<file path="src/design/pcq_pkg.sv">
`timescale 1ns / 1ps
// pcq_pkg: shared widths, codes, reset values and payload structs
// for the pose consistency qualifier; no dependencies
package pcq_pkg;

  // fixed-point widths
  localparam int POS_BITS   = 24;
  localparam int COUNT_BITS = 8;
  localparam int HEAD_W     = 16;
  localparam int TIME_W     = 32;

  // configuration register widths
  localparam int REQ_W    = 8;
  localparam int SEP_W    = 24;
  localparam int SEP_SQ_W = 2 * SEP_W;
  localparam int HSEP_W   = 16;
  localparam int WIN_W    = 32;
  localparam int CFG_DATA_W = 32;
  localparam int CFG_IDX_W  = 2;

  // result widths
  localparam int STATUS_W = 3;
  localparam int RUN_W    = 8;

  // derived widths
  localparam int DIFF_W    = POS_BITS + 1;
  localparam int MAG_CMP_W = (DIFF_W > SEP_W) ? DIFF_W : SEP_W;
  localparam int CNT_CMP_W = (COUNT_BITS > REQ_W) ? COUNT_BITS : REQ_W;

  localparam logic [COUNT_BITS-1:0] COUNT_MAX = {COUNT_BITS{1'b1}};

  // configuration reset values
  localparam logic [REQ_W-1:0]    REQUIRED_RST = REQ_W'(3);
  localparam logic [SEP_W-1:0]    POS_SEP_RST  = SEP_W'(512);
  localparam logic [SEP_SQ_W-1:0] POS_SQ_RST   = SEP_SQ_W'(512 * 512);
  localparam logic [HSEP_W-1:0]   HEAD_SEP_RST = HSEP_W'(910);
  localparam logic [WIN_W-1:0]    WINDOW_RST   = WIN_W'(500);

  // policy limits
  localparam logic [REQ_W-1:0] REQUIRED_MIN = REQ_W'(2);

  typedef enum logic [CFG_IDX_W-1:0] {
    CFG_REQUIRED_COUNT = 2'd0,
    CFG_MAX_POS_SEP    = 2'd1,
    CFG_MAX_HEAD_SEP   = 2'd2,
    CFG_WINDOW_MS      = 2'd3
  } cfg_idx_e;

  typedef enum logic {
    KIND_OBSERVE = 1'b0,
    KIND_CLEAR   = 1'b1
  } kind_e;

  typedef enum logic [STATUS_W-1:0] {
    ST_INVALID      = 3'd0,
    ST_OUT_OF_ORDER = 3'd1,
    ST_COLLECTING   = 3'd2,
    ST_CONSISTENT   = 3'd3,
    ST_CLEARED      = 3'd4
  } status_e;

  typedef struct packed {
    logic [REQ_W-1:0]    required_count;
    logic [SEP_W-1:0]    max_pos_sep;
    logic [SEP_SQ_W-1:0] pos_sep_sq;
    logic [HSEP_W-1:0]   max_head_sep;
    logic [WIN_W-1:0]    window_ms;
  } cfg_t;

  typedef struct packed {
    kind_e                      kind;
    logic signed [POS_BITS-1:0] x;
    logic signed [POS_BITS-1:0] y;
    logic signed [HEAD_W-1:0]   heading;
    logic [TIME_W-1:0]          stamp;
  } item_t;

  typedef struct packed {
    status_e          status;
    logic             allow;
    logic [RUN_W-1:0] run_count;
  } result_t;

endpackage

</file>
<file path="src/design/pose_consistency_qualifier.sv">
`timescale 1ns / 1ps
// pose_consistency_qualifier: top level; input register, judge, result register
// depends on pcq_pkg, pcq_cfg_regs, pcq_judge, pcq_out_reg
//
// Qualifies pose candidates (x, y in signed 1/256 inch, binary-angle heading,
// wrapping millisecond timestamp) before relocalization recovery is allowed.
// A request sits in the input register, where the judge compares it against
// the stored reference and updates the run count; its verdict then waits in the
// result register until the sink takes it. A new request is accepted every cycle
// unless the input stalls; each request updates the run count as it advances,
// so back-to-back requests see each other's state. The input stalls only when
// both the input and result registers are full and the sink is stalling. Policy
// registers are written through the plain write port; the user must do so only
// while no request is in flight, which the block does not enforce. The squared
// position radius is formed at write time. A clear request returns the monitor
// to its reset state without touching the policy.

module pose_consistency_qualifier (
  input  logic                                  clk_i,
  input  logic                                  rst_ni,
  // configuration write port
  input  logic                                  cfg_we_i,
  input  logic [pcq_pkg::CFG_IDX_W-1:0]         cfg_addr_i,
  input  logic [pcq_pkg::CFG_DATA_W-1:0]        cfg_wdata_i,
  // candidate requests
  input  logic                                  in_valid_i,
  output logic                                  in_stall_o,
  input  logic                                  in_kind_i,
  input  logic signed [pcq_pkg::POS_BITS-1:0]   in_cand_x_i,
  input  logic signed [pcq_pkg::POS_BITS-1:0]   in_cand_y_i,
  input  logic signed [pcq_pkg::HEAD_W-1:0]     in_cand_heading_i,
  input  logic [pcq_pkg::TIME_W-1:0]            in_cand_time_i,
  // results
  output logic                                  out_valid_o,
  input  logic                                  out_stall_i,
  output logic [pcq_pkg::STATUS_W-1:0]          out_status_o,
  output logic                                  out_allow_o,
  output logic [pcq_pkg::RUN_W-1:0]             out_run_count_o
);

  pcq_pkg::cfg_t    cfg;
  pcq_pkg::item_t   item_q;
  pcq_pkg::result_t judge_res;
  pcq_pkg::result_t out_res;
  logic             in_valid_q, in_valid_d;
  logic             out_ready;
  logic             advance;
  logic             accept;

  // policy registers
  pcq_cfg_regs u_cfg (
    .clk_i       (clk_i),
    .rst_ni      (rst_ni),
    .cfg_we_i    (cfg_we_i),
    .cfg_addr_i  (cfg_addr_i),
    .cfg_wdata_i (cfg_wdata_i),
    .cfg_o       (cfg)
  );

  // input register: it moves on whenever the result register can take it
  assign advance    = in_valid_q && out_ready;
  assign in_stall_o = in_valid_q && !out_ready;
  assign accept     = in_valid_i && !in_stall_o;

  always_comb begin
    in_valid_d = in_valid_q;
    if (accept) begin
      in_valid_d = 1'b1;
    end else if (advance) begin
      in_valid_d = 1'b0;
    end
  end

  always_ff @(posedge clk_i or negedge rst_ni) begin
    if (!rst_ni) begin
      in_valid_q <= 1'b0;
    end else begin
      in_valid_q <= in_valid_d;
    end
  end

  always_ff @(posedge clk_i) begin
    if (accept) begin
      item_q.kind    <= pcq_pkg::kind_e'(in_kind_i);
      item_q.x       <= in_cand_x_i;
      item_q.y       <= in_cand_y_i;
      item_q.heading <= in_cand_heading_i;
      item_q.stamp   <= in_cand_time_i;
    end
  end

  // agreement check and monitor state, committed as the request advances
  pcq_judge u_judge (
    .clk_i    (clk_i),
    .rst_ni   (rst_ni),
    .update_i (advance),
    .item_i   (item_q),
    .cfg_i    (cfg),
    .result_o (judge_res)
  );

  // result register toward the sink
  pcq_out_reg u_out (
    .clk_i        (clk_i),
    .rst_ni       (rst_ni),
    .load_valid_i (in_valid_q),
    .load_data_i  (judge_res),
    .ready_o      (out_ready),
    .out_valid_o  (out_valid_o),
    .out_stall_i  (out_stall_i),
    .out_data_o   (out_res)
  );

  assign out_status_o    = out_res.status;
  assign out_allow_o     = out_res.allow;
  assign out_run_count_o = out_res.run_count;

  // allow goes with the consistent status and nothing else
  assert property (@(posedge clk_i) disable iff (!rst_ni)
    out_valid_o |-> (out_allow_o == (out_status_o == pcq_pkg::ST_CONSISTENT)))
    else $error("allow does not match consistent status");

  // a cleared result reports an empty run
  assert property (@(posedge clk_i) disable iff (!rst_ni)
    (out_valid_o && (out_status_o == pcq_pkg::ST_CLEARED)) |-> (out_run_count_o == '0))
    else $error("cleared result with nonzero run count");

  // input never stalls while the input register is empty
  assert property (@(posedge clk_i) disable iff (!rst_ni)
    !in_valid_q |-> !in_stall_o)
    else $error("input stalled with empty input register");

  // a request held in the input register moves on when the result register is empty
  assert property (@(posedge clk_i) disable iff (!rst_ni)
    (in_valid_q && !out_valid_o) |=> (out_valid_o))
    else $error("request did not reach the result register");

endmodule

</file>
<file path="src/design/pcq_cfg_regs.sv">
`timescale 1ns / 1ps
// pcq_cfg_regs: policy registers of the qualifier, with the squared
// position radius kept alongside; depends on pcq_pkg
module pcq_cfg_regs (
  input  logic                                clk_i,
  input  logic                                rst_ni,
  input  logic                                cfg_we_i,
  input  logic [pcq_pkg::CFG_IDX_W-1:0]       cfg_addr_i,
  input  logic [pcq_pkg::CFG_DATA_W-1:0]      cfg_wdata_i,
  output pcq_pkg::cfg_t                       cfg_o
);

  pcq_pkg::cfg_t cfg_q, cfg_d;
  logic [pcq_pkg::SEP_W-1:0] sep_new;

  assign sep_new = cfg_wdata_i[pcq_pkg::SEP_W-1:0];

  always_comb begin
    cfg_d = cfg_q;
    if (cfg_we_i) begin
      case (pcq_pkg::cfg_idx_e'(cfg_addr_i))
        pcq_pkg::CFG_REQUIRED_COUNT: begin
          cfg_d.required_count = cfg_wdata_i[pcq_pkg::REQ_W-1:0];
        end
        pcq_pkg::CFG_MAX_POS_SEP: begin
          cfg_d.max_pos_sep = sep_new;
          // radius squared, ready for the distance compare
          cfg_d.pos_sep_sq  = pcq_pkg::SEP_SQ_W'(sep_new) * pcq_pkg::SEP_SQ_W'(sep_new);
        end
        pcq_pkg::CFG_MAX_HEAD_SEP: begin
          cfg_d.max_head_sep = cfg_wdata_i[pcq_pkg::HSEP_W-1:0];
        end
        pcq_pkg::CFG_WINDOW_MS: begin
          cfg_d.window_ms = cfg_wdata_i[pcq_pkg::WIN_W-1:0];
        end
        default: begin
          cfg_d = cfg_q;
        end
      endcase
    end
  end

  always_ff @(posedge clk_i or negedge rst_ni) begin
    if (!rst_ni) begin
      cfg_q.required_count <= pcq_pkg::REQUIRED_RST;
      cfg_q.max_pos_sep    <= pcq_pkg::POS_SEP_RST;
      cfg_q.pos_sep_sq     <= pcq_pkg::POS_SQ_RST;
      cfg_q.max_head_sep   <= pcq_pkg::HEAD_SEP_RST;
      cfg_q.window_ms      <= pcq_pkg::WINDOW_RST;
    end else begin
      cfg_q <= cfg_d;
    end
  end

  assign cfg_o = cfg_q;

endmodule

</file>
<file path="src/design/pcq_judge.sv">
`timescale 1ns / 1ps
// pcq_judge: reference pose and run count, and the single-pass agreement
// check of one registered request; depends on pcq_pkg
module pcq_judge (
  input  logic             clk_i,
  input  logic             rst_ni,
  input  logic             update_i,
  input  pcq_pkg::item_t   item_i,
  input  pcq_pkg::cfg_t    cfg_i,
  output pcq_pkg::result_t result_o
);

  localparam int DW = pcq_pkg::DIFF_W;
  localparam int MW = pcq_pkg::MAG_CMP_W;
  localparam int SW = pcq_pkg::SEP_W;
  localparam int QW = pcq_pkg::SEP_SQ_W;
  localparam int CW = pcq_pkg::CNT_CMP_W;

  // reference and run state
  logic signed [pcq_pkg::POS_BITS-1:0] ref_x_q, ref_y_q;
  logic signed [pcq_pkg::HEAD_W-1:0]   ref_head_q;
  logic [pcq_pkg::TIME_W-1:0]          ref_time_q;
  logic [pcq_pkg::COUNT_BITS-1:0]      count_q, count_d;
  logic                                has_ref_q, has_ref_d;
  logic                                load_ref;

  logic                       policy_bad;
  logic [pcq_pkg::TIME_W-1:0] dt;
  logic                       out_of_order;
  logic signed [DW-1:0]       dx, dy;
  logic [DW-1:0]              ax, ay;
  logic                       box_ok;
  logic [QW-1:0]              sq_x, sq_y;
  logic [QW:0]                dist_sq;
  logic                       pos_ok;
  logic [pcq_pkg::HEAD_W-1:0] dh;
  logic [pcq_pkg::HEAD_W:0]   hmag;
  logic                       head_ok, time_ok, agrees;
  logic [pcq_pkg::COUNT_BITS-1:0] count_inc;
  pcq_pkg::result_t           res;

  assign policy_bad = (cfg_i.required_count < pcq_pkg::REQUIRED_MIN) ||
                      (cfg_i.window_ms == '0);

  // wrapped elapsed time; later means nonzero and in the lower half
  assign dt           = item_i.stamp - ref_time_q;
  assign out_of_order = has_ref_q && ((dt == '0) || dt[pcq_pkg::TIME_W-1]);

  // position separation, magnitudes first then squares
  assign dx = DW'(item_i.x) - DW'(ref_x_q);
  assign dy = DW'(item_i.y) - DW'(ref_y_q);
  assign ax = dx[DW-1] ? DW'(-dx) : DW'(dx);
  assign ay = dy[DW-1] ? DW'(-dy) : DW'(dy);

  assign box_ok = (MW'(ax) <= MW'(cfg_i.max_pos_sep)) &&
                  (MW'(ay) <= MW'(cfg_i.max_pos_sep));

  // inside the box both magnitudes fit the radius width
  assign sq_x    = QW'(SW'(ax)) * QW'(SW'(ax));
  assign sq_y    = QW'(SW'(ay)) * QW'(SW'(ay));
  assign dist_sq = (QW+1)'(sq_x) + (QW+1)'(sq_y);
  assign pos_ok  = box_ok && (dist_sq <= (QW+1)'(cfg_i.pos_sep_sq));

  // wrapped heading difference, half turn counts as full magnitude
  assign dh   = item_i.heading - ref_head_q;
  assign hmag = dh[pcq_pkg::HEAD_W-1] ? ((pcq_pkg::HEAD_W+1)'(1) << pcq_pkg::HEAD_W) -
                                        (pcq_pkg::HEAD_W+1)'(dh)
                                      : (pcq_pkg::HEAD_W+1)'(dh);
  assign head_ok = hmag <= (pcq_pkg::HEAD_W+1)'(cfg_i.max_head_sep);
  assign time_ok = dt <= cfg_i.window_ms;

  assign agrees = pos_ok && head_ok && time_ok;

  assign count_inc = (count_q == pcq_pkg::COUNT_MAX) ? count_q : count_q + 1'b1;

  always_comb begin
    count_d        = count_q;
    has_ref_d      = has_ref_q;
    load_ref       = 1'b0;
    res.status     = pcq_pkg::ST_COLLECTING;
    res.allow      = 1'b0;
    res.run_count  = pcq_pkg::RUN_W'(count_q);
    if (item_i.kind == pcq_pkg::KIND_CLEAR) begin
      count_d       = '0;
      has_ref_d     = 1'b0;
      res.status    = pcq_pkg::ST_CLEARED;
      res.run_count = '0;
    end else if (policy_bad) begin
      res.status = pcq_pkg::ST_INVALID;
    end else if (out_of_order) begin
      res.status = pcq_pkg::ST_OUT_OF_ORDER;
    end else if (!has_ref_q) begin
      // first candidate becomes the reference
      load_ref      = 1'b1;
      has_ref_d     = 1'b1;
      count_d       = pcq_pkg::COUNT_BITS'(1);
      res.run_count = pcq_pkg::RUN_W'(1);
    end else if (!agrees) begin
      load_ref      = 1'b1;
      count_d       = pcq_pkg::COUNT_BITS'(1);
      res.run_count = pcq_pkg::RUN_W'(1);
    end else begin
      load_ref      = 1'b1;
      count_d       = count_inc;
      res.run_count = pcq_pkg::RUN_W'(count_inc);
      if (CW'(count_inc) >= CW'(cfg_i.required_count)) begin
        res.status = pcq_pkg::ST_CONSISTENT;
        res.allow  = 1'b1;
      end
    end
  end

  always_ff @(posedge clk_i or negedge rst_ni) begin
    if (!rst_ni) begin
      count_q   <= '0;
      has_ref_q <= 1'b0;
    end else if (update_i) begin
      count_q   <= count_d;
      has_ref_q <= has_ref_d;
    end
  end

  // reference values are only read while has_ref_q is set
  always_ff @(posedge clk_i) begin
    if (update_i && load_ref) begin
      ref_x_q    <= item_i.x;
      ref_y_q    <= item_i.y;
      ref_head_q <= item_i.heading;
      ref_time_q <= item_i.stamp;
    end
  end

  assign result_o = res;

endmodule

</file>
<file path="src/design/pcq_out_reg.sv">
`timescale 1ns / 1ps
// pcq_out_reg: result register with valid/stall handshake toward the sink
// depends on pcq_pkg
module pcq_out_reg (
  input  logic             clk_i,
  input  logic             rst_ni,
  input  logic             load_valid_i,
  input  pcq_pkg::result_t load_data_i,
  output logic             ready_o,
  output logic             out_valid_o,
  input  logic             out_stall_i,
  output pcq_pkg::result_t out_data_o
);

  logic             valid_q, valid_d;
  pcq_pkg::result_t data_q;
  logic             load;

  // the register frees up in the same cycle its request is taken
  assign ready_o = !valid_q || !out_stall_i;
  assign load    = load_valid_i && ready_o;

  always_comb begin
    valid_d = valid_q;
    if (load) begin
      valid_d = 1'b1;
    end else if (!out_stall_i) begin
      valid_d = 1'b0;
    end
  end

  always_ff @(posedge clk_i or negedge rst_ni) begin
    if (!rst_ni) begin
      valid_q <= 1'b0;
    end else begin
      valid_q <= valid_d;
    end
  end

  always_ff @(posedge clk_i) begin
    if (load) begin
      data_q <= load_data_i;
    end
  end

  assign out_valid_o = valid_q;
  assign out_data_o  = data_q;

endmodule

</file>
<file path="config.mk">
export PLATFORM = sky130hd
export DESIGN_NAME = pose_consistency_qualifier
export DESIGN_NICKNAME = d
export VERILOG_FILES = /design/src/design/pcq_pkg.sv /design/src/design/pose_consistency_qualifier.sv /design/src/design/pcq_cfg_regs.sv /design/src/design/pcq_judge.sv /design/src/design/pcq_out_reg.sv
export SDC_FILE = /design/constraint.sdc
export NUM_CORES = 2
export LEC_CHECK = 0
export BUFFER_PORTS_ARGS = -buffer_cell sky130_fd_sc_hd__buf_2
export CORE_MARGIN = 2
export CORE_UTILIZATION = 54
export DETAILED_ROUTE_END_ITERATION = 7
export PLACE_DENSITY = 0.77
export SETUP_SLACK_MARGIN = 0.02
export SYNTH_ARGS = -nofsm -noshare
export SYNTH_HDL_FRONTEND = slang
export SYNTH_SLANG_ARGS = --single-unit
</file>
<file path="constraint.sdc">
create_clock -name clk_i -period 18.8 [get_ports clk_i]
set_input_delay 0.94 -clock clk_i [delete_from_list [all_inputs] [get_ports clk_i]]
set_output_delay 0.94 -clock clk_i [all_outputs]
set_load 0.02 [all_outputs]
</file>
==> out/metrics.cfg <==
[run_status]
status=completed

[detailed_routing]
postRouteAntennaNets=0
highest_layer=met5
detail_route.iter0.violations=3976
post-route-drc-count=0
avgRoutedWirePerCell_um=20.6
drt-pass1-iter-count=8
met2_length_mm=87.1
detailroute.via_count=50600
drt-total-wl_mm=188
met3_wirelength_mm=16.1
met1Wirelength_mm=72.5
detail_route.vias_per_cell=5.55

[layout]
drive_above_1_share_pct=5.71
layout-area-overhead-vs-synth_pct=5.95
n_fill_cell=10800
layout.nets=9664

[logic_synthesis]
synth_edf_count=205
synth_top_flop_cell=sky130_fd_sc_hd__edfxtp_1
synth.yosys.warnings=0
synth_async_sr_flop_share_pct=40.1
synth_seq_cells=342
postSynthNetCount=9584
yosys.cell_types.count=100
synth-seq-area-share_pct=13.8
synth_cells=7334
synth_area_um2=69800
synth_area_per_cell_um2=9.51

[clock_network]
cts-buffers-inserted=41
clock_insertion_delay_worst_skew_ps=640
cts_repair_resize_count=0
tritoncts=built
ctsHoldBuffers=0
clk_root_buffer_cell=sky130_fd_sc_hd__clkbuf_16
path_clk_slew_ps=60
h-tree-depth=2
tritoncts_num_sinks=342
cts-root-to-sink-buffers=3
post-cts-setup-buffers=0

[critical_path]
cp-end-kind=flop
rr_endpoint=u_out.out_data_o[4]$_SDFFCE_PP0P_
worst_setup_path_start_kind=flop
critPathMostFrequentCell=sky130_fd_sc_hd__fa_1
worstSetupPathType=reg2reg
cp_data_arrival_time_ps=17170
reg2regPathDepth=51
worst_setup_path_startpoint=item_q[48]$_DFFE_PP_
worst_r2r_startpoint=item_q[48]$_DFFE_PP_
cp-endpoint=u_out.out_data_o[4]$_SDFFCE_PP0P_
critPathRequiredTime_ps=19300
timing.reg2reg.setup_slack_ps=2130
cp_max_fo=14
critical-path-max-stage-delay_ps=1090
slowest_cell_on_crit_path=sky130_fd_sc_hd__xnor2_1

[global_route]
grt_overflow=0
grt_antenna_before_repair=8
global_route_wire_length_before_repair_mm=301
grt_util_all_layers_pct=29.6
grt_start_max_net_pins=125
via_count_of_the_first_global_routing_pass=54800

[place]
place_congestion=1.01
io_buffers=149
dp.final_hpwl_mm=153

[floorplan]
die_y_um=363
ioPinCount=150
std_cell_rows=131
die_area_um2=132000
initial_core_utilization_pct=54.6
die_w_um=363
core-area_um2=128000

[sta]
worst-slew-pin-transition_ps=1400
maxClockFrequency_ghz=0.0600
worst_clock_skew_ps=51.1
hold_viol=0
rsz0062_at_grt=false
tns_ps=0
timing_max_transition_violations_final=0
timing.max_slew.rel_slack_pct=5.91
final-setup-viol-count=0
min_period_over_period_pct=88.7
fin_crit_ps=16670

[min_path]
holdCritPathClass=in2async

[flow_run]
maxCapViolations=0

==> sequential cells by signal (all words and copies together), names as in the netlist <==
register and flops:
u_judge.ref_x_q 24, u_judge.ref_head_q 16, u_judge.has_ref_q 1, u_judge.ref_y_q 24
u_cfg.cfg_o 126, u_judge.ref_time_q 32, item_q 97, u_out.out_valid_o 1
u_out.out_data_o 12, in_valid_q 1, u_judge.count_q 8
==> stage by stage <==
step	utilization [%]	hold WS (ps)	setup slack, ps	std cells	cell area, um2
2_1_floorplan	-	426	5290	7334	69800
3_3_place_gp	56.7	436	2780	9033	72500
3_5_place_dp	56.7	444	2430	9033	72500
4_1_cts	57.8	391	2360	9108	73900
5_1_grt	57.8	436	1470	9108	73900
6_report	57.8	362	2130	9109	73900
==> cell families after synthesis <==
group,synth area share [%]
AOI/OAI and AO/OA,7.24
xor gates and xnor gates,3.01
adders and majority gates,52.6
buffers and inverters,11.9
DFF,13.8
muxes,0.924
and+or+nand+nor,10.6
==> area by class of cell <==
cell class | instances | area, um2 | area share [%]
Timing Repair Buffer | 219 | 1280 | 1.73
Sequential cell | 342 | 9600 | 13.0
Inverter | 2018 | 7570 | 10.2
Tap cell | 1662 | 2080 | 2.81
Multi-Input combinational cell | 4792 | 52000 | 70.4
Clock inverter | 23 | 243 | 0.328
Clock buffer | 52 | 1130 | 1.53
Antenna cell | 1 | 2.50 | 0.00339
==> worst max-delay path, delay by kind of cell, from the launching register on <==
kind,cells,cell delay [ps]
buffers and inverters,7,940
flip-flops,1,380
XOR/XNOR,3,1600
AND/OR/NAND/NOR,16,4840
adder cells (fa/ha/maj),13,5460
AO/OA/AOI/OAI,12,3300
==> metal layers <==
layer	GRT usage, %	up-vias
met5	0	-
met4	15.0	2
met3	5.72	564
met2	48.3	2145
met1	37.6	25300
li1	-	22600
==> placed cells by master (no fill, tap or decap), drive strengths merged, types with 30 or more instances in the layout <==
| cell type | n |
|---|---|
| o21a | 30 |
| inv | 2000 |
| clkinv | 39 |
| nand2b | 57 |
| mux2 | 51 |
| nor2b | 61 |
| clkbuf | 52 |
| o21ai | 217 |
| nor3 | 51 |
| nand4 | 45 |
| ha | 751 |
| and2 | 166 |
| a21o | 132 |
| a21oi | 211 |
| fa | 1363 |
| nor2 | 403 |
| nand2 | 620 |
| edfxtp | 205 |
| nand3 | 53 |
| dfrtp | 121 |
| buf | 219 |
| xor2 | 81 |
| xnor2 | 157 |
==> how the worst min path moves through the flow <==
stage / start / end / slack (ps)
after global routing: rst_ni / u_judge.count_q[1]$_DFFE_PN0P_ / 440
after global placement: item_q[72]$_DFFE_PP_ / u_judge.ref_x_q[0]$_DFFE_PP_ / 440
after CTS: rst_ni / u_judge.count_q[1]$_DFFE_PN0P_ / 390
after floorplan: item_q[32]$_DFFE_PP_ / u_judge.ref_head_q[0]$_DFFE_PP_ / 430
after detailed placement: item_q[57]$_DFFE_PP_ / u_judge.ref_y_q[9]$_DFFE_PP_ / 440
final: rst_ni / u_judge.count_q[1]$_DFFE_PN0P_ / 360
==> cells in the mapped netlist (all sizes together), types with 11 or more instances <==
cell type / count / area, um2
and3: 27 / 169
a22o: 12 / 105
or3: 15 / 93.8
nand2b: 57 / 357
and2: 166 / 1040
o21bai: 23 / 173
o2111ai: 11 / 109
o21ai: 217 / 1090
a31oi: 24 / 150
dfstp: 16 / 420
nor3: 51 / 282
inv: 1993 / 7480
buf: 14 / 70.1
o31ai: 14 / 105
nand4: 45 / 282
or2: 21 / 131
a21oi: 211 / 1070
a21o: 132 / 993
mux2: 51 / 574
fa: 1363 / 27300
nor2: 403 / 1520
nand2: 620 / 2330
o211ai: 15 / 123
o21a: 30 / 225
ha: 751 / 9400
edfxtp: 205 / 6160
a211oi: 22 / 170
dfrtp: 121 / 3030
nor2b: 61 / 382
clkinv: 25 / 93.8
nor4: 23 / 150
nand3: 53 / 265
xor2: 81 / 717
clkbuf: 168 / 631
xnor2: 157 / 1380
Power is not shown: default switching activity piles up to over one toggle a cycle in this logic, so the estimate is an artifact.
